File: config.mk
export PLATFORM = sky130hd
export DESIGN_NAME = point_in_polygon_test_unit
export DESIGN_NICKNAME = d
export VERILOG_FILES = /design/src/hw/rtl/pip_pkg.sv /design/src/hw/rtl/point_in_polygon_test_unit.sv
export SDC_FILE = /design/constraint.sdc
export NUM_CORES = 2
export LEC_CHECK = 0
export BUFFER_PORTS_ARGS = -buffer_cell sky130_fd_sc_hd__buf_4
export CORE_MARGIN = 2
export CORE_UTILIZATION = 50
export DETAILED_ROUTE_END_ITERATION = 8
export PLACE_DENSITY = 0.66
export SLEW_MARGIN = 0
export SYNTH_ARGS = -nofsm -noshare
export SYNTH_HDL_FRONTEND = slang
export SYNTH_SLANG_ARGS = --single-unit
File: constraint.sdc
create_clock -name clk -period 15.8 [get_ports clk]
set_input_delay 3.16 -clock clk [delete_from_list [all_inputs] [get_ports clk]]
set_output_delay 3.16 -clock clk [all_outputs]
set_load 0.005 [all_outputs]
File: src/hw/rtl/pip_pkg.sv
// Package for the point-in-polygon test unit: default sizes, field widths,
// and the configuration register map. Used by the top level and its checker.
// No dependencies.
package pip_pkg;

  // Default sizes for the top-level parameters.
  localparam int unsigned MAX_VERTICES_DEF = 32;
  localparam int unsigned COORD_WIDTH_DEF  = 16;

  // Fixed field widths.
  localparam int unsigned IDX_W      = 5;  // vertex_index
  localparam int unsigned CNT_W      = 6;  // vertex_count and crossings
  localparam int unsigned OUT_DATA_W = 8;  // inside_res + crossings, byte padded

  // Configuration port.
  localparam int unsigned CFG_ADDR_W = 3;
  localparam int unsigned CFG_DATA_W = 32;

  // Register index, taken from the word address bit of paddr (paddr[2]).
  typedef enum logic [0:0] {
    REG_VERTEX_COUNT = 1'b0
  } reg_idx_t;

  // Input item kinds carried on tuser.
  typedef enum logic [0:0] {
    ACT_WRITE_VERTEX = 1'b0,
    ACT_TEST_POINT   = 1'b1
  } action_t;

endpackage

File: src/hw/rtl/point_in_polygon_test_unit.sv
// Top level of the point-in-polygon test unit: vertex memory, edge walker
// and cross-multiplication pipeline. Depends on pip_pkg.
//
// This block keeps up to MAX_VERTICES polygon vertices in an on-chip memory
// and answers point queries by even-odd ray casting over the closed polygon
// formed by the first vertex_count vertices. A write item (tuser = 0) stores
// one vertex and leaves the input ready. A test item (tuser = 1) walks the
// polygon one edge per cycle through the single read port of the vertex
// memory: it reads vertices 0 .. n-1 and then vertex 0 again to close the
// polygon, where n is vertex_count limited to MAX_VERTICES, and holds the
// input until its result is loaded for output. The crossing test is
// exact, using a sign-correct cross-multiplication instead of a division.
// The result is held in an output register, so a new item is accepted while
// an earlier result still waits to be taken. Vertices must be written before
// a test reads them; vertex_count should be changed only while idle.
module point_in_polygon_test_unit #(
  parameter int unsigned MAX_VERTICES = pip_pkg::MAX_VERTICES_DEF,
  parameter int unsigned COORD_WIDTH  = pip_pkg::COORD_WIDTH_DEF,
  localparam int unsigned IN_DATA_W =
    ((pip_pkg::IDX_W + 2 * COORD_WIDTH + 7) / 8) * 8
) (
  input  logic                           clk,
  input  logic                           rst_n,
  // Input stream.
  input  logic                           in_tvalid,
  output logic                           in_tready,
  // tdata: vertex_index, coord_x, coord_y (lowest bit up), zero padded
  input  logic [IN_DATA_W-1:0]           in_tdata,
  // tuser: action
  input  logic                           in_tuser,
  // Result stream.
  output logic                           out_tvalid,
  input  logic                           out_tready,
  // tdata: inside_res, crossings (lowest bit up), zero padded
  output logic [pip_pkg::OUT_DATA_W-1:0] out_tdata,
  // Configuration port.
  input  logic                           cfg_psel,
  input  logic                           cfg_penable,
  input  logic                           cfg_pwrite,
  input  logic [pip_pkg::CFG_ADDR_W-1:0] cfg_paddr,
  input  logic [pip_pkg::CFG_DATA_W-1:0] cfg_pwdata,
  output logic [pip_pkg::CFG_DATA_W-1:0] cfg_prdata,
  output logic                           cfg_pready
);

  localparam int unsigned CW    = COORD_WIDTH;
  localparam int unsigned IW    = (MAX_VERTICES > 1) ? $clog2(MAX_VERTICES) : 1;
  localparam int unsigned KW    = $clog2(MAX_VERTICES + 1);
  localparam int unsigned NW    = (KW > pip_pkg::CNT_W) ? KW : pip_pkg::CNT_W;
  localparam int unsigned AW    = (IW > pip_pkg::IDX_W) ? IW : pip_pkg::IDX_W;
  localparam int unsigned VW    = 2 * CW;
  localparam int unsigned CNT_W = pip_pkg::CNT_W;

  typedef enum logic [2:0] {
    ST_IDLE  = 3'b001,
    ST_READ  = 3'b010,
    ST_DRAIN = 3'b100
  } state_t;

  state_t state_r;

  // Configuration register.
  logic [CNT_W-1:0] vertex_count_r;
  logic             cfg_wr;
  pip_pkg::reg_idx_t cfg_idx;

  // Input field views.
  logic [pip_pkg::IDX_W-1:0] in_index;
  logic [CW-1:0]             in_x;
  logic [CW-1:0]             in_y;
  logic                      in_acc;
  logic                      test_acc;
  logic                      vert_wr;
  logic [AW-1:0]             idx_ext;

  // Vertex memory, y above x.
  logic [VW-1:0] mem [MAX_VERTICES];
  logic [VW-1:0] rd_data_r;
  logic [IW-1:0] rd_addr;
  logic          rd_en;
  logic          rd_vld_r;
  logic          rd_edge_r;

  // Walker.
  logic [KW-1:0]    k_r;
  logic [NW-1:0]    cnt_ext;
  logic [KW-1:0]    n_used;
  logic             last_read;
  logic signed [CW-1:0] px_r;
  logic signed [CW-1:0] py_r;
  logic [VW-1:0]    prev_r;

  // Edge stage.
  logic signed [CW-1:0] x1, y1, x2, y2, lx, ly, hx, hy, mx;
  logic signed [CW:0]   d_a, d_b, d_c, d_d;
  logic                 e1_cond;
  logic                 e1_vld_r;
  logic                 e1_cond_r;
  logic                 e1_vert_r;
  logic signed [CW:0]   e1_a_r, e1_b_r, e1_c_r, e1_d_r;

  // Product stage.
  logic                    e2_vld_r;
  logic                    e2_cond_r;
  logic                    e2_vert_r;
  logic signed [2*CW+1:0]  e2_p1_r;
  logic signed [2*CW+1:0]  e2_p2_r;

  // Count and result.
  logic [CNT_W-1:0] cnt_r;
  logic             hit;
  logic             pipe_empty;
  logic             out_load;
  logic             out_tvalid_r;
  logic [CNT_W-1:0] out_cnt_r;

  // Configuration decode: pready is always high, word index from paddr[2].
  assign cfg_pready = 1'b1;
  assign cfg_idx    = pip_pkg::reg_idx_t'(cfg_paddr[2]);
  assign cfg_wr     = cfg_psel && cfg_penable && cfg_pwrite;

  always_comb begin
    cfg_prdata = '0;
    unique case (cfg_idx)
      pip_pkg::REG_VERTEX_COUNT: cfg_prdata = pip_pkg::CFG_DATA_W'(vertex_count_r);
      default:                   cfg_prdata = '0;
    endcase
  end

  always_ff @(posedge clk) begin
    if (!rst_n) begin
      vertex_count_r <= '0;
    end else if (cfg_wr && cfg_idx == pip_pkg::REG_VERTEX_COUNT) begin
      vertex_count_r <= cfg_pwdata[CNT_W-1:0];
    end
  end

  // Input handshake: one item at a time, writes finish in the accept cycle.
  assign in_tready = (state_r == ST_IDLE);
  assign in_index  = in_tdata[pip_pkg::IDX_W-1:0];
  assign in_x      = in_tdata[pip_pkg::IDX_W +: CW];
  assign in_y      = in_tdata[pip_pkg::IDX_W + CW +: CW];
  assign in_acc    = in_tvalid && in_tready;
  assign test_acc  = in_acc && (in_tuser == pip_pkg::ACT_TEST_POINT);
  assign idx_ext   = AW'(in_index);
  assign vert_wr   = in_acc && (in_tuser == pip_pkg::ACT_WRITE_VERTEX) &&
                     ({1'b0, idx_ext} < (AW + 1)'(MAX_VERTICES));

  // Number of vertices walked: vertex_count limited to the memory size.
  assign cnt_ext   = NW'(vertex_count_r);
  assign n_used    = (cnt_ext > NW'(MAX_VERTICES)) ? KW'(MAX_VERTICES) : KW'(cnt_ext);
  assign last_read = (k_r == n_used);

  // Read address: vertices in order, then vertex 0 again to close the polygon.
  assign rd_en   = (state_r == ST_READ);
  assign rd_addr = last_read ? '0 : k_r[IW-1:0];

  // Vertex memory: one write port, one registered read port.
  always_ff @(posedge clk) begin
    if (vert_wr) begin
      mem[IW'(idx_ext)] <= {in_y, in_x};
    end
  end

  always_ff @(posedge clk) begin
    if (rd_en) begin
      rd_data_r <= mem[rd_addr];
    end
  end

  // Sequencer.
  assign pipe_empty = !rd_vld_r && !e1_vld_r && !e2_vld_r;
  assign out_load   = (state_r == ST_DRAIN) && pipe_empty &&
                      (!out_tvalid_r || out_tready);

  always_ff @(posedge clk) begin
    if (!rst_n) begin
      state_r   <= ST_IDLE;
      k_r       <= '0;
      rd_vld_r  <= 1'b0;
      rd_edge_r <= 1'b0;
    end else begin
      rd_vld_r  <= rd_en;
      rd_edge_r <= rd_en && (k_r != '0);
      unique case (state_r)
        ST_IDLE: begin
          k_r <= '0;
          if (test_acc) begin
            state_r <= ST_READ;
          end
        end
        ST_READ: begin
          k_r <= k_r + KW'(1);
          if (last_read) begin
            state_r <= ST_DRAIN;
          end
        end
        ST_DRAIN: begin
          if (out_load) begin
            state_r <= ST_IDLE;
          end
        end
        default: begin
          state_r <= ST_IDLE;
        end
      endcase
    end
  end

  // Query point capture.
  always_ff @(posedge clk) begin
    if (test_acc) begin
      px_r <= $signed(in_x);
      py_r <= $signed(in_y);
    end
  end

  // Previous vertex forms the start of the next edge.
  always_ff @(posedge clk) begin
    if (rd_vld_r) begin
      prev_r <= rd_data_r;
    end
  end

  // Edge stage: order the edge bottom to top, range tests, differences.
  always_comb begin
    x1 = $signed(prev_r[CW-1:0]);
    y1 = $signed(prev_r[VW-1:CW]);
    x2 = $signed(rd_data_r[CW-1:0]);
    y2 = $signed(rd_data_r[VW-1:CW]);
    if (y1 < y2) begin
      lx = x1; ly = y1; hx = x2; hy = y2;
    end else begin
      lx = x2; ly = y2; hx = x1; hy = y1;
    end
    mx      = (x1 > x2) ? x1 : x2;
    e1_cond = (y1 != y2) && (py_r > ly) && (py_r <= hy) && (px_r <= mx);
    d_a     = {px_r[CW-1], px_r} - {lx[CW-1], lx};
    d_b     = {hy[CW-1], hy} - {ly[CW-1], ly};
    d_c     = {py_r[CW-1], py_r} - {ly[CW-1], ly};
    d_d     = {hx[CW-1], hx} - {lx[CW-1], lx};
  end

  always_ff @(posedge clk) begin
    if (!rst_n) begin
      e1_vld_r <= 1'b0;
      e2_vld_r <= 1'b0;
    end else begin
      e1_vld_r <= rd_vld_r && rd_edge_r;
      e2_vld_r <= e1_vld_r;
    end
  end

  always_ff @(posedge clk) begin
    e1_cond_r <= e1_cond;
    e1_vert_r <= (x1 == x2);
    e1_a_r    <= d_a;
    e1_b_r    <= d_b;
    e1_c_r    <= d_c;
    e1_d_r    <= d_d;
  end

  // Product stage: (px - lx)(hy - ly) against (py - ly)(hx - lx).
  always_ff @(posedge clk) begin
    e2_cond_r <= e1_cond_r;
    e2_vert_r <= e1_vert_r;
    e2_p1_r   <= e1_a_r * e1_b_r;
    e2_p2_r   <= e1_c_r * e1_d_r;
  end

  // Crossing count; the point lies left of or on the edge when p1 <= p2.
  assign hit = e2_vld_r && e2_cond_r && (e2_vert_r || (e2_p1_r <= e2_p2_r));

  always_ff @(posedge clk) begin
    if (!rst_n) begin
      cnt_r <= '0;
    end else if (test_acc) begin
      cnt_r <= '0;
    end else if (hit) begin
      cnt_r <= cnt_r + CNT_W'(1);
    end
  end

  // Output register.
  always_ff @(posedge clk) begin
    if (!rst_n) begin
      out_tvalid_r <= 1'b0;
    end else if (out_load) begin
      out_tvalid_r <= 1'b1;
    end else if (out_tready) begin
      out_tvalid_r <= 1'b0;
    end
  end

  always_ff @(posedge clk) begin
    if (out_load) begin
      out_cnt_r <= cnt_r;
    end
  end

  assign out_tvalid = out_tvalid_r;
  assign out_tdata  = pip_pkg::OUT_DATA_W'({out_cnt_r, out_cnt_r[0]});

endmodule

==> run summary <==
Hold Buf Count CTS - 0
setup TNS - 0 ns
Crit. End Element - flop
post-route clock skew - 0.05719 ns
total gr overflow - 0
post-synth top area cell - edfxtp_1
Final Hold Viols - 0
Routed Antenna Nets - 0
Worst Slack Setup Final - 8.496 ns
die height - 394.5 um
Crit Path Category - reg -> reg
cell family with most CP delay - adder cells
Clock Sinks - 1,292
placed cell count - 8,513
area grow syn2layout - 8.978%
Post-Syn Area - 76,240 um^2
TritonCTS clock tree - built
#FFs+latches synth - 1,292
Post-synth ARST share - 0%
DR vias - 50,010
final period utilization - 46.23%
outcome - completed
most used cell, CP - fa_1
Hold WC Path Type - reg -> reg
R2R depth - 22
largest net degree at the start of global routing - 179
Placer Congestion - 0.8891
post-CTS setup buffers - 0
setup repair after global routing missed its margin - no
cell depth of the worst setup path - 22
sequential fraction of the synthesis area - 48.71%
dpl ws - 8.474 ns
minimum clock period - 7.304 ns
WL per Instance - 21.73 um
H-tree depth - 4
layout cells sized above 1 - 6.520%
leakage - 32.73 nW
post-synth top area share - 44.35%
Crit path largest cell delay - 0.94 ns
die area - 155,600 um^2
Netlist cell types - 85
most frequent cell after synthesis - edfxtp_1
Port Buf Inserts - 66
FMAX - 0.1369 GHz
fin nets - 7,605
pwr dens - 191.0 nW/um^2
vias in the first global route - 50,578
IO Count - 126
CP max stage cell - dfxtp_1
Post-Syn Area per Cell - 11.40 um^2
ys flop type - edfxtp_1
critical path data required time - 16.47 ns
Synth warnings - 0
Max-slew headroom - 15.37%
final std cells w/o fill - 8,765
Critical Path Fanout Max - 17
Buffers & Inverters on Critical Path - 3
initial antenna violation count - 7
crit-path cells - nand2_1 > fa_1 > fa_1 > fa_1 > inv_1 > fa_1 > fa_1 > inv_1 > fa_1 > inv_1 > ha_1 > a21o_1 > a21oi_1 > o21bai_1 > a211oi_1 > nor2_1 > o311ai_0 > o21ai_0 > a211oi_1 > o31ai_1 > a21oi_1 > xnor2_1
Worst-path clk slew - 0.06 ns
clock insertion delay at the later pin of the skew report - 0.78 ns
DR iter-0 viols - 3,997
CTS Buf Count - 138
nature of the critical path startpoint - flop
sequential cell area - 37,140 um^2
clock root cell - clkbuf_16
area of the multi-input gates - 35,190 um^2
total wire length - 190,500 um
average vias per placed instance - 5.706
fillcell total - 12,842
placement-stage cell area - 78,700 um^2
Synth area leaders - edfxtp_1, fa_1, ha_1
first-pass GRT wire length - 296,200 um
Final Cell Area - 83,090 um^2
fin util - 54.76%
die width - 394.5 um
maximum vdd ir drop - 0.4366 mV
number of max-cap violations - 0
clk buf depth - 3
Worst Tran Pin Value - 1.269 ns
cells after synthesis - 6,691
CTS resizes - 0
Detailed Place HPWL - 122,600 um
# rows - 143
Core ar. - 151,700 um^2
final setup vio count - 0
initial core utilization - 50.25%
Residual DRC - 0
Final Max Tran Viols - 0
Post-synth top cells - edfxtp_1, nand2_1, inv_1, fa_1, nor2_1
Post-synth EDFFs - 1,126
Hold Crit Depth - 0
gr usage total - 24.56%
Pre-antenna DRT Iters - 5
CP arrival - 7.97 ns
## cells by family after synthesis
group | count (synthesis) | synth area share, %
buf+inv | 1100 | 5.681
mux | 62 | 1.344
simple gates | 2245 | 14.13
compound gates | 975 | 8.190
xor+xnor | 116 | 1.333
other cells | 2 | 0.009850
fa+ha+maj | 899 | 20.60
flops | 1292 | 48.71
## area by class of cell
cell class / instances / share of cell area (%)
diodes: 2 / 0.006023
clock buffers: 175 / 4.400
clock inverters: 75 / 0.8719
inverters: 729 / 3.299
multi-input cells: 4325 / 42.35
flip-flops and latches: 1292 / 44.70
well taps: 2030 / 3.057
repair buffers: 137 / 1.313
## where the power goes
group          total (mW)  internal, mW  switching [mW]  leakage [nW]
logic                8.69          3.67            5.02          19.1
registers            4.07          3.96           0.104          11.5
clock network        3.11          1.72            1.39          2.12
total                15.9          9.35            6.51          32.7
## final timing paths
check,start,slack [ns],to
max,e1_a_r[11]$_DFF_P_,8.50,e2_p1_r[33]$_DFF_P_
min,e1_cond_r$_DFF_P_,0.33,e2_cond_r$_DFF_P_
max reg2reg,e1_a_r[11]$_DFF_P_,8.50,e2_p1_r[33]$_DFF_P_
min reg2reg,e1_cond_r$_DFF_P_,0.33,e2_cond_r$_DFF_P_
## placed cells by master (no fill, tap or decap), drive strengths merged, types with 5 or more instances in the layout
master,count
nand4,30
fa,594
mux4,32
clkbuf,175
inv,736
or2,9
o21bai,11
o211ai,172
clkinv,62
nor2b,46
or3,208
o22ai,9
a22oi,5
o21ai,249
conb,28
a31oi,112
dfxtp,166
xor2,25
nor3,61
and2,300
o31a,5
and3,80
a211oi,84
mux2i,27
nand2b,56
nand3,198
a2111oi,6
and4,14
a21oi,178
nand2,887
xnor2,91
o31ai,7
nor4,9
a21o,58
a21boi,20
edfxtp,1126
ha,305
buf,137
nor2,327
o21a,25
## worst reg2reg max path: cells and delay by family, from the launching register on
kind	cells	cell delay (ns)
AOI/OAI and AO/OA	9	2.22
xor gates and xnor gates	1	0.15
and+or+nand+nor	2	0.31
adders and majority gates	7	3.45
buffers and inverters	3	0.16
DFF	1	0.94
## registers in the layout (all words and copies together), names as in the netlist, 3 cells and up
name / count
py_r: 16
e2_p2_r: 34
state_r: 3
cnt_r: 6
mem: 1024
e1_a_r: 17
prev_r: 32
e2_p1_r: 34
k_r: 6
e1_b_r: 17
out_cnt_r: 6
e1_c_r: 17
rd_data_r: 32
cnt_ext: 6
px_r: 16
e1_d_r: 17
## per-layer routing
| layer | vias to the layer above | wire length, um | global-route usage [%] |
|---|---|---|---|
| li1 | 22731 | - | - |
| met2 | 1766 | 92380 | 40.71 |
| met5 | - | 40 | 0 |
| met1 | 25165 | 78420 | 33.22 |
| met3 | 342 | 13670 | 3.799 |
| met4 | 6 | 5993 | 8.083 |
## metrics by stage
stage / power, mW / hold WS (ns)
after floorplan: 10.49 / 0.3096
after global placement: 12.69 / 0.3143
after detailed placement: 12.86 / 0.3191
after CTS: 16.03 / 0.3333
after global routing: 17.13 / 0.3383
final: 15.87 / 0.3310
Power figures use the tool's default switching activity.
